`config.mk`:
```
export PLATFORM = sky130hd
export DESIGN_NAME = four_level_page_table_walker
export DESIGN_NICKNAME = d
export VERILOG_FILES = /design/src/ptw_pkg.sv /design/src/four_level_page_table_walker.sv /design/src/ptw_in_reg.sv /design/src/ptw_step.sv
export SDC_FILE = /design/constraint.sdc
export NUM_CORES = 1
export LEC_CHECK = 0
export BUFFER_PORTS_ARGS = -buffer_cell sky130_fd_sc_hd__buf_4
export CORE_UTILIZATION = 35
export CTS_CLUSTER_DIAMETER = 80
export DETAILED_ROUTE_END_ITERATION = 6
export PLACE_DENSITY = 0.59
export SLEW_MARGIN = 15
export SYNTH_ARGS = -nofsm -noshare
export SYNTH_HDL_FRONTEND = slang
export SYNTH_SLANG_ARGS = --single-unit
```
`constraint.sdc`:
```
create_clock -name clk -period 13.4 [get_ports clk]
set_input_delay 1.34 -clock clk [delete_from_list [all_inputs] [get_ports clk]]
set_output_delay 1.34 -clock clk [all_outputs]
set_load 0.03 [all_outputs]
```
`src/ptw_pkg.sv`:
```
`default_nettype none

package ptw_pkg;

    localparam int VA_BITS    = 48;
    localparam int ADDR_W     = 64;
    localparam int IDX_W      = 9;
    localparam int LEVEL_W    = 2;
    localparam int KIND_W     = 2;
    localparam int S_TDATA_W  = 128;
    localparam int M_TDATA_W  = 72;

    localparam logic CMD_START = 1'b0;
    localparam logic CMD_REPLY = 1'b1;

    localparam logic [KIND_W-1:0] KIND_READ  = 2'd0;
    localparam logic [KIND_W-1:0] KIND_DONE  = 2'd1;
    localparam logic [KIND_W-1:0] KIND_FAULT = 2'd2;

    localparam logic [1:0] DESC_BLOCK = 2'd1;
    localparam logic [1:0] DESC_TABLE = 2'd3;

    localparam logic [LEVEL_W-1:0] LEVEL_0 = 2'd0;
    localparam logic [LEVEL_W-1:0] LEVEL_1 = 2'd1;
    localparam logic [LEVEL_W-1:0] LEVEL_2 = 2'd2;
    localparam logic [LEVEL_W-1:0] LEVEL_3 = 2'd3;

    typedef struct packed {
        logic              cmd;
        logic [ADDR_W-1:0] virtual_address;
        logic [ADDR_W-1:0] descriptor;
    } item_t;

    typedef struct packed {
        logic               active;
        logic [LEVEL_W-1:0] level;
        logic [VA_BITS-1:0] held_va;
    } walk_state_t;

    typedef struct packed {
        logic               emit;
        logic [KIND_W-1:0]  kind;
        logic [ADDR_W-1:0]  address;
        logic [LEVEL_W-1:0] level;
    } step_result_t;

    function automatic logic [IDX_W-1:0] level_index(
        input logic [VA_BITS-1:0] va,
        input logic [LEVEL_W-1:0] lvl
    );
        logic [ADDR_W-1:0] wide;
        logic [IDX_W-1:0]  idx;
        wide = {{(ADDR_W-VA_BITS){1'b0}}, va};
        case (lvl)
            LEVEL_0: idx = wide[47:39];
            LEVEL_1: idx = wide[38:30];
            LEVEL_2: idx = wide[29:21];
            LEVEL_3: idx = wide[20:12];
            default: idx = '0;
        endcase
        return idx;
    endfunction

    function automatic logic [ADDR_W-1:0] table_offset(input logic [IDX_W-1:0] idx);
        return {{(ADDR_W-IDX_W-3){1'b0}}, idx, 3'b000};
    endfunction

endpackage

`default_nettype wire

```
`src/four_level_page_table_walker.sv`:
```
// The input register captures each accepted transaction; its result, if it has one, then
// goes to the result register that drives m_tvalid. Throughput: one transaction per cycle
// unless m_tready stalls the result register; one descriptor decode and one 64-bit add per
// item sit between the input register and the result register. Each read request must be
// answered before the walk advances, so memory latency sets the walk time.
// Reset clears the walk state, the root table base and both stage valid flags.
`default_nettype none

module four_level_page_table_walker
    import ptw_pkg::*;
(
    input  wire logic                 clk,
    input  wire logic                 rst_n,
    input  wire logic                 cfg_we,
    input  wire logic [ADDR_W-1:0]    cfg_wdata,
    input  wire logic                 s_tvalid,
    output logic                      s_tready,
    // virtual_address [63:0], descriptor [127:64]
    input  wire logic [S_TDATA_W-1:0] s_tdata,
    // cmd [0]
    input  wire logic                 s_tuser,
    output logic                      m_tvalid,
    input  wire logic                 m_tready,
    // address [63:0], level [65:64], zero [71:66]
    output logic [M_TDATA_W-1:0]      m_tdata,
    // kind [1:0]
    output logic [KIND_W-1:0]         m_tuser
);

    logic               item_valid;
    item_t              item;
    logic               take;
    logic               load;
    step_result_t       res;
    walk_state_t        state_reg;
    walk_state_t        state_next;
    logic [ADDR_W-1:0]  root_base_reg;
    logic               out_valid_reg;
    logic               out_valid_next;
    logic [KIND_W-1:0]  out_kind_reg;
    logic [ADDR_W-1:0]  out_address_reg;
    logic [LEVEL_W-1:0] out_level_reg;

    ptw_in_reg u_in_reg (
        .clk        (clk),
        .rst_n      (rst_n),
        .s_tvalid   (s_tvalid),
        .s_tready   (s_tready),
        .s_tdata    (s_tdata),
        .s_tuser    (s_tuser),
        .take       (take),
        .item_valid (item_valid),
        .item       (item)
    );

    ptw_step u_step (
        .item       (item),
        .state      (state_reg),
        .root_base  (root_base_reg),
        .res        (res),
        .state_next (state_next)
    );

    assign take = item_valid && (!out_valid_reg || m_tready);
    assign load = take && res.emit;

    always_comb
    begin
        if (load)
        begin
            out_valid_next = 1'b1;
        end
        else if (m_tready)
        begin
            out_valid_next = 1'b0;
        end
        else
        begin
            out_valid_next = out_valid_reg;
        end
    end

    always_ff @(posedge clk or negedge rst_n)
    begin
        if (!rst_n)
        begin
            state_reg     <= '0;
            root_base_reg <= '0;
            out_valid_reg <= 1'b0;
        end
        else
        begin
            if (take)
            begin
                state_reg <= state_next;
            end
            if (cfg_we)
            begin
                root_base_reg <= cfg_wdata;
            end
            out_valid_reg <= out_valid_next;
        end
    end

    always_ff @(posedge clk)
    begin
        if (load)
        begin
            out_kind_reg    <= res.kind;
            out_address_reg <= res.address;
            out_level_reg   <= res.level;
        end
    end

    assign m_tvalid = out_valid_reg;
    assign m_tuser  = out_kind_reg;
    assign m_tdata  = {{(M_TDATA_W-ADDR_W-LEVEL_W){1'b0}}, out_level_reg, out_address_reg};

    a_fault_zero: assert property (@(posedge clk) disable iff (!rst_n)
        out_valid_reg && out_kind_reg == KIND_FAULT |-> out_address_reg == '0)
        else $error("fault result carries a nonzero address");

    a_active_follows_kind: assert property (@(posedge clk) disable iff (!rst_n)
        load |=> state_reg.active == (out_kind_reg == KIND_READ))
        else $error("walk activity disagrees with the last result kind");

    a_read_level: assert property (@(posedge clk) disable iff (!rst_n)
        load && res.kind == KIND_READ |=> out_level_reg == state_reg.level)
        else $error("read request level differs from the walk level");

    a_no_overwrite: assert property (@(posedge clk) disable iff (!rst_n)
        load |-> !out_valid_reg || m_tready)
        else $error("result register overwritten before it was taken");

endmodule

`default_nettype wire

```
`src/ptw_in_reg.sv`:
```
`default_nettype none

module ptw_in_reg
    import ptw_pkg::*;
(
    input  wire logic                 clk,
    input  wire logic                 rst_n,
    input  wire logic                 s_tvalid,
    output logic                      s_tready,
    input  wire logic [S_TDATA_W-1:0] s_tdata,
    input  wire logic                 s_tuser,
    input  wire logic                 take,
    output logic                      item_valid,
    output item_t                     item
);

    logic  valid_reg;
    logic  valid_next;
    item_t item_reg;
    logic  accept;

    assign s_tready = !valid_reg || take;
    assign accept   = s_tvalid && s_tready;

    always_comb
    begin
        if (accept)
        begin
            valid_next = 1'b1;
        end
        else if (take)
        begin
            valid_next = 1'b0;
        end
        else
        begin
            valid_next = valid_reg;
        end
    end

    always_ff @(posedge clk or negedge rst_n)
    begin
        if (!rst_n)
        begin
            valid_reg <= 1'b0;
        end
        else
        begin
            valid_reg <= valid_next;
        end
    end

    always_ff @(posedge clk)
    begin
        if (accept)
        begin
            item_reg.cmd             <= s_tuser;
            item_reg.virtual_address <= s_tdata[63:0];
            item_reg.descriptor      <= s_tdata[127:64];
        end
    end

    assign item_valid = valid_reg;
    assign item       = item_reg;

endmodule

`default_nettype wire

```
`src/ptw_step.sv`:
```
`default_nettype none

module ptw_step
    import ptw_pkg::*;
(
    input  wire item_t             item,
    input  wire walk_state_t       state,
    input  wire logic [ADDR_W-1:0] root_base,
    output step_result_t           res,
    output walk_state_t            state_next
);

    logic [1:0]         entry_type;
    logic [LEVEL_W-1:0] next_level;
    logic [ADDR_W-1:0]  next_base;
    logic [ADDR_W-1:0]  page_base;
    logic [ADDR_W-1:0]  va_wide;
    logic [ADDR_W-1:0]  offset;
    logic [VA_BITS-1:0] start_va;

    assign entry_type = item.descriptor[1:0];
    assign next_level = state.level + LEVEL_1;
    assign next_base  = {item.descriptor[ADDR_W-1:2], 2'b00};
    assign page_base  = {item.descriptor[ADDR_W-1:12], 12'h000};
    assign va_wide    = {{(ADDR_W-VA_BITS){1'b0}}, state.held_va};
    assign start_va   = item.virtual_address[VA_BITS-1:0];

    always_comb
    begin
        case (state.level)
            LEVEL_1: offset = {34'd0, va_wide[29:0]};
            LEVEL_2: offset = {43'd0, va_wide[20:0]};
            default: offset = {52'd0, va_wide[11:0]};
        endcase
    end

    always_comb
    begin
        res        = '0;
        state_next = state;
        if (item.cmd == CMD_START)
        begin
            if (!state.active)
            begin
                state_next.active  = 1'b1;
                state_next.level   = LEVEL_0;
                state_next.held_va = start_va;
                res.emit           = 1'b1;
                res.kind           = KIND_READ;
                res.level          = LEVEL_0;
                res.address        = root_base
                                   + table_offset(level_index(start_va, LEVEL_0));
            end
        end
        else if (state.active)
        begin
            res.emit  = 1'b1;
            res.level = state.level;
            if (state.level != LEVEL_3 && entry_type == DESC_TABLE)
            begin
                state_next.level = next_level;
                res.kind         = KIND_READ;
                res.level        = next_level;
                res.address      = next_base
                                 + table_offset(level_index(state.held_va, next_level));
            end
            else
            begin
                state_next.active = 1'b0;
                if ((state.level inside {LEVEL_1, LEVEL_2} && entry_type == DESC_BLOCK)
                    || (state.level == LEVEL_3 && entry_type == DESC_TABLE))
                begin
                    res.kind    = KIND_DONE;
                    res.address = page_base + offset;
                end
                else
                begin
                    res.kind    = KIND_FAULT;
                    res.address = '0;
                end
            end
        end
    end

endmodule

`default_nettype wire

```
==> flow_metrics.tcl <==
set metrics [dict create \
    fin_nets 1820 \
    ctsRootBufferMaster "clkbuf_16" \
    p_per_area_nw_per_um2 167 \
    synth_area_leaders "edfxtp_1 (35%), dfrtp_1 (19%), mux2_2 (7.7%)" \
    worstSetupPathType "register to register" \
    ys_types 75 \
    synth_common_cells "edfxtp_1 (181), dfrtp_1 (117), mux2_2 (106), nand2_1 (96), o21ai_0 (73)" \
    worst-path-max-fanout 10 \
    cp_slowest_cell "o31ai_2" \
    numClockSinks 298 \
    hpwl_um 37600 \
    ant_nets 0 \
    rsz0062_at_grt "no" \
    antenna_cells 0 \
    p_leak_nw 7.53 \
    grt_max_degree 76 \
    clkTransAtPathRegs_ns 0.06 \
    drc_errors 0 \
    via_per_inst 5.43 \
    worst_ep_required_time_ns 13.68 \
    post-cts-setup-buffers 0 \
    htree_levels 2 \
    finalHoldViolCount 0 \
    wl_um 50600 \
    synth_area_leader_cell "edfxtp_1" \
    arrival_ns 5.21 \
    layout_min_cycle_time_ns 4.93 \
    clk_path_buf_depth 3 \
    holdBufCountCts 0 \
    crit_path_end_kind "register" \
    fin_tns_setup_ns 0 \
    r2r_setup_slack_ns 8.47 \
    synth_seq_cells 298 \
    dr.pass1.iters 5 \
    critPathBufInv 1 \
    critical_path.max_stage_delay_ns 0.92 \
    cts_tree "done" \
    synth.most_common_cell "edfxtp_1" \
    antenna_found_initial 0 \
    skew_ns 0.0273 \
    grt_usage_pct 22.4 \
    ios 274 \
    area_growth_pct 24.7 \
    start_kind "register" \
    clkLatencyLatePin_ns 0.56 \
    path_cells "inv_1 -> ha_1 -> and2_1 -> a221oi_1 -> mux2i_1 -> ha_1 -> a21o_1 -> nand2_1 -> a31oi_1 -> o31ai_2 -> nor2_1 -> a22oi_1 -> o21bai_1 -> o2bb2ai_1" \
    post_cts_resized 0 \
    synthCells 1319 \
    drv_slew 0 \
    die_h_um 212 \
    start_util_pct 35.7 \
    grt_overflow 0 \
    coreArea_sq_um 43300 \
    largest_reg_flops 113 \
    power_mw 3.22 \
    hp-class "register to register" \
    syn_area_sq_um 15400 \
    drtIter0Drc 865 \
    avgSynthCellArea_sq_um 11.7 \
    portBuffers 251 \
    cts_buffers 38 \
    std_cell_rows 76 \
    fin_crit_sh_pct 36.8 \
    cp_common_cell "ha_1" \
    avgRoutedWirePerCell_um 23.1 \
    status "completed" \
    cap_violations 0 \
    drive_gt1_share_pct 28.5 \
    ys_async_sr_fraction_pct 39.3 \
    synth_top_area_share_pct 35.2 \
    num_vias 11900 \
    setup_viol 0 \
    yosysWarningCount 0 \
    synth-edff-count 181 \
    dieWidth_um 212 \
    grt_pass1_vias 11800 \
    yosysSeqAreaShare_pct 54.2 \
    fmax_mhz 203 \
    peakVddDrop_mv 0.101 \
    grt_pass1_wl_um 73900 \
    tightest_slew_ns 1.20 \
    gp_congestion 0.894 \
    path_delay_family "compound AO/OA/AOI/OAI gates" \
    synthFlopType "edfxtp_1" \
    die_area_sq_um 44900 \
    maxSlewHeadroom_pct 19.6 \
]
path summary, 6_finish.rpt:
path,end,start,cells past startpoint
min in group asynchronous,root_base_reg[61],rst_n,1
max in group asynchronous,root_base_reg[47],rst_n,2
worst min register to register,state_reg[5],u_in_reg.item[69],1
worst min-delay path,state_reg[5],u_in_reg.item[69],1
worst max-delay path,out_address_reg[58],state_reg[49],14
worst max register to register,out_address_reg[58],state_reg[49],14
routing by layer:
metal | share of wire, % | global-route usage [%] | vias to the layer above
met4 | 3.0 | 7.30 | 0
li1 | - | - | 5491
met3 | 7.1 | 4.79 | 92
met1 | 42 | 29.2 | 5810
met2 | 48 | 37.1 | 499
met5 | 0 | 0 | -
final cells by class:
cell class	count	area, sq um
Clock inverter	20	191
Inverter	37	139
Tap cell	585	732
Timing Repair Buffer	262	1970
Multi-Input combinational cell	939	6770
Fill cell	4134	24000
Clock buffer	49	1080
Sequential cell	298	8360
placed cells by master, fill, tap and decap left out, types with 6 or more instances in the layout:
master,Yosys,layout
a211oi_1,11,11
a21o_1,12,12
a21oi_1,51,51
a221oi_1,11,11
a22oi_1,25,25
a31oi_1,8,8
and2_1,31,31
and3_1,24,24
and4_1,10,10
buf_4,6,262
clkbuf_16,0,40
conb_1,1,6
dfrtp_1,117,117
edfxtp_1,181,181
ha_1,43,43
inv_1,37,37
mux2_2,106,106
mux2i_1,12,12
nand2_1,96,96
nand2b_1,8,8
nand3_1,47,46
nand4_1,23,23
nor2_1,68,65
nor2b_1,7,7
nor3_1,30,30
o211ai_1,8,8
o21ai_0,73,73
o221ai_1,9,9
o22ai_1,26,26
o311ai_0,8,8
or3_1,9,9
xnor2_1,65,65
xor2_1,33,33
per-stage QoR:
| stage | std cells | utilization [%] | area [sq um] | worst slack (ns) | hold slack [ns] |
|---|---|---|---|---|---|
| 2_1_floorplan | 1324 | - | 15400 | 7.90 | 0.455 |
| 3_3_place_gp | 2121 | 41.5 | 18000 | 8.33 | 0.460 |
| 3_5_place_dp | 2121 | 41.5 | 18000 | 8.21 | 0.465 |
| 4_1_cts | 2190 | 44.5 | 19200 | 8.17 | 0.478 |
| 5_1_grt | 2190 | 44.5 | 19200 | 8.28 | 0.491 |
| 6_report | 2190 | 44.5 | 19200 | 8.47 | 0.472 |
where the power goes:
| part | switching (mW) | internal [mW] | leakage [nW] | total (mW) |
|---|---|---|---|---|
| registers | 0.132 | 1.19 | 3.13 | 1.32 |
| logic | 0.510 | 0.347 | 3.77 | 0.857 |
| clock network | 0.411 | 0.632 | 0.630 | 1.04 |
logic make-up (layout without fill, tap and decap cells):
family | Yosys count | after routing | share of synthesized area [%]
simple gates | 379 | 379 | 12.8
mux | 118 | 118 | 8.51
xor+xnor | 98 | 98 | 5.56
flops | 298 | 298 | 54.2
fa+ha+maj | 46 | 46 | 3.88
other cells | 1 | 6 | 0.0243
compound gates | 292 | 292 | 12.7
buf+inv | 87 | 368 | 2.26
Note: power is estimated with default switching activity, not from simulation.
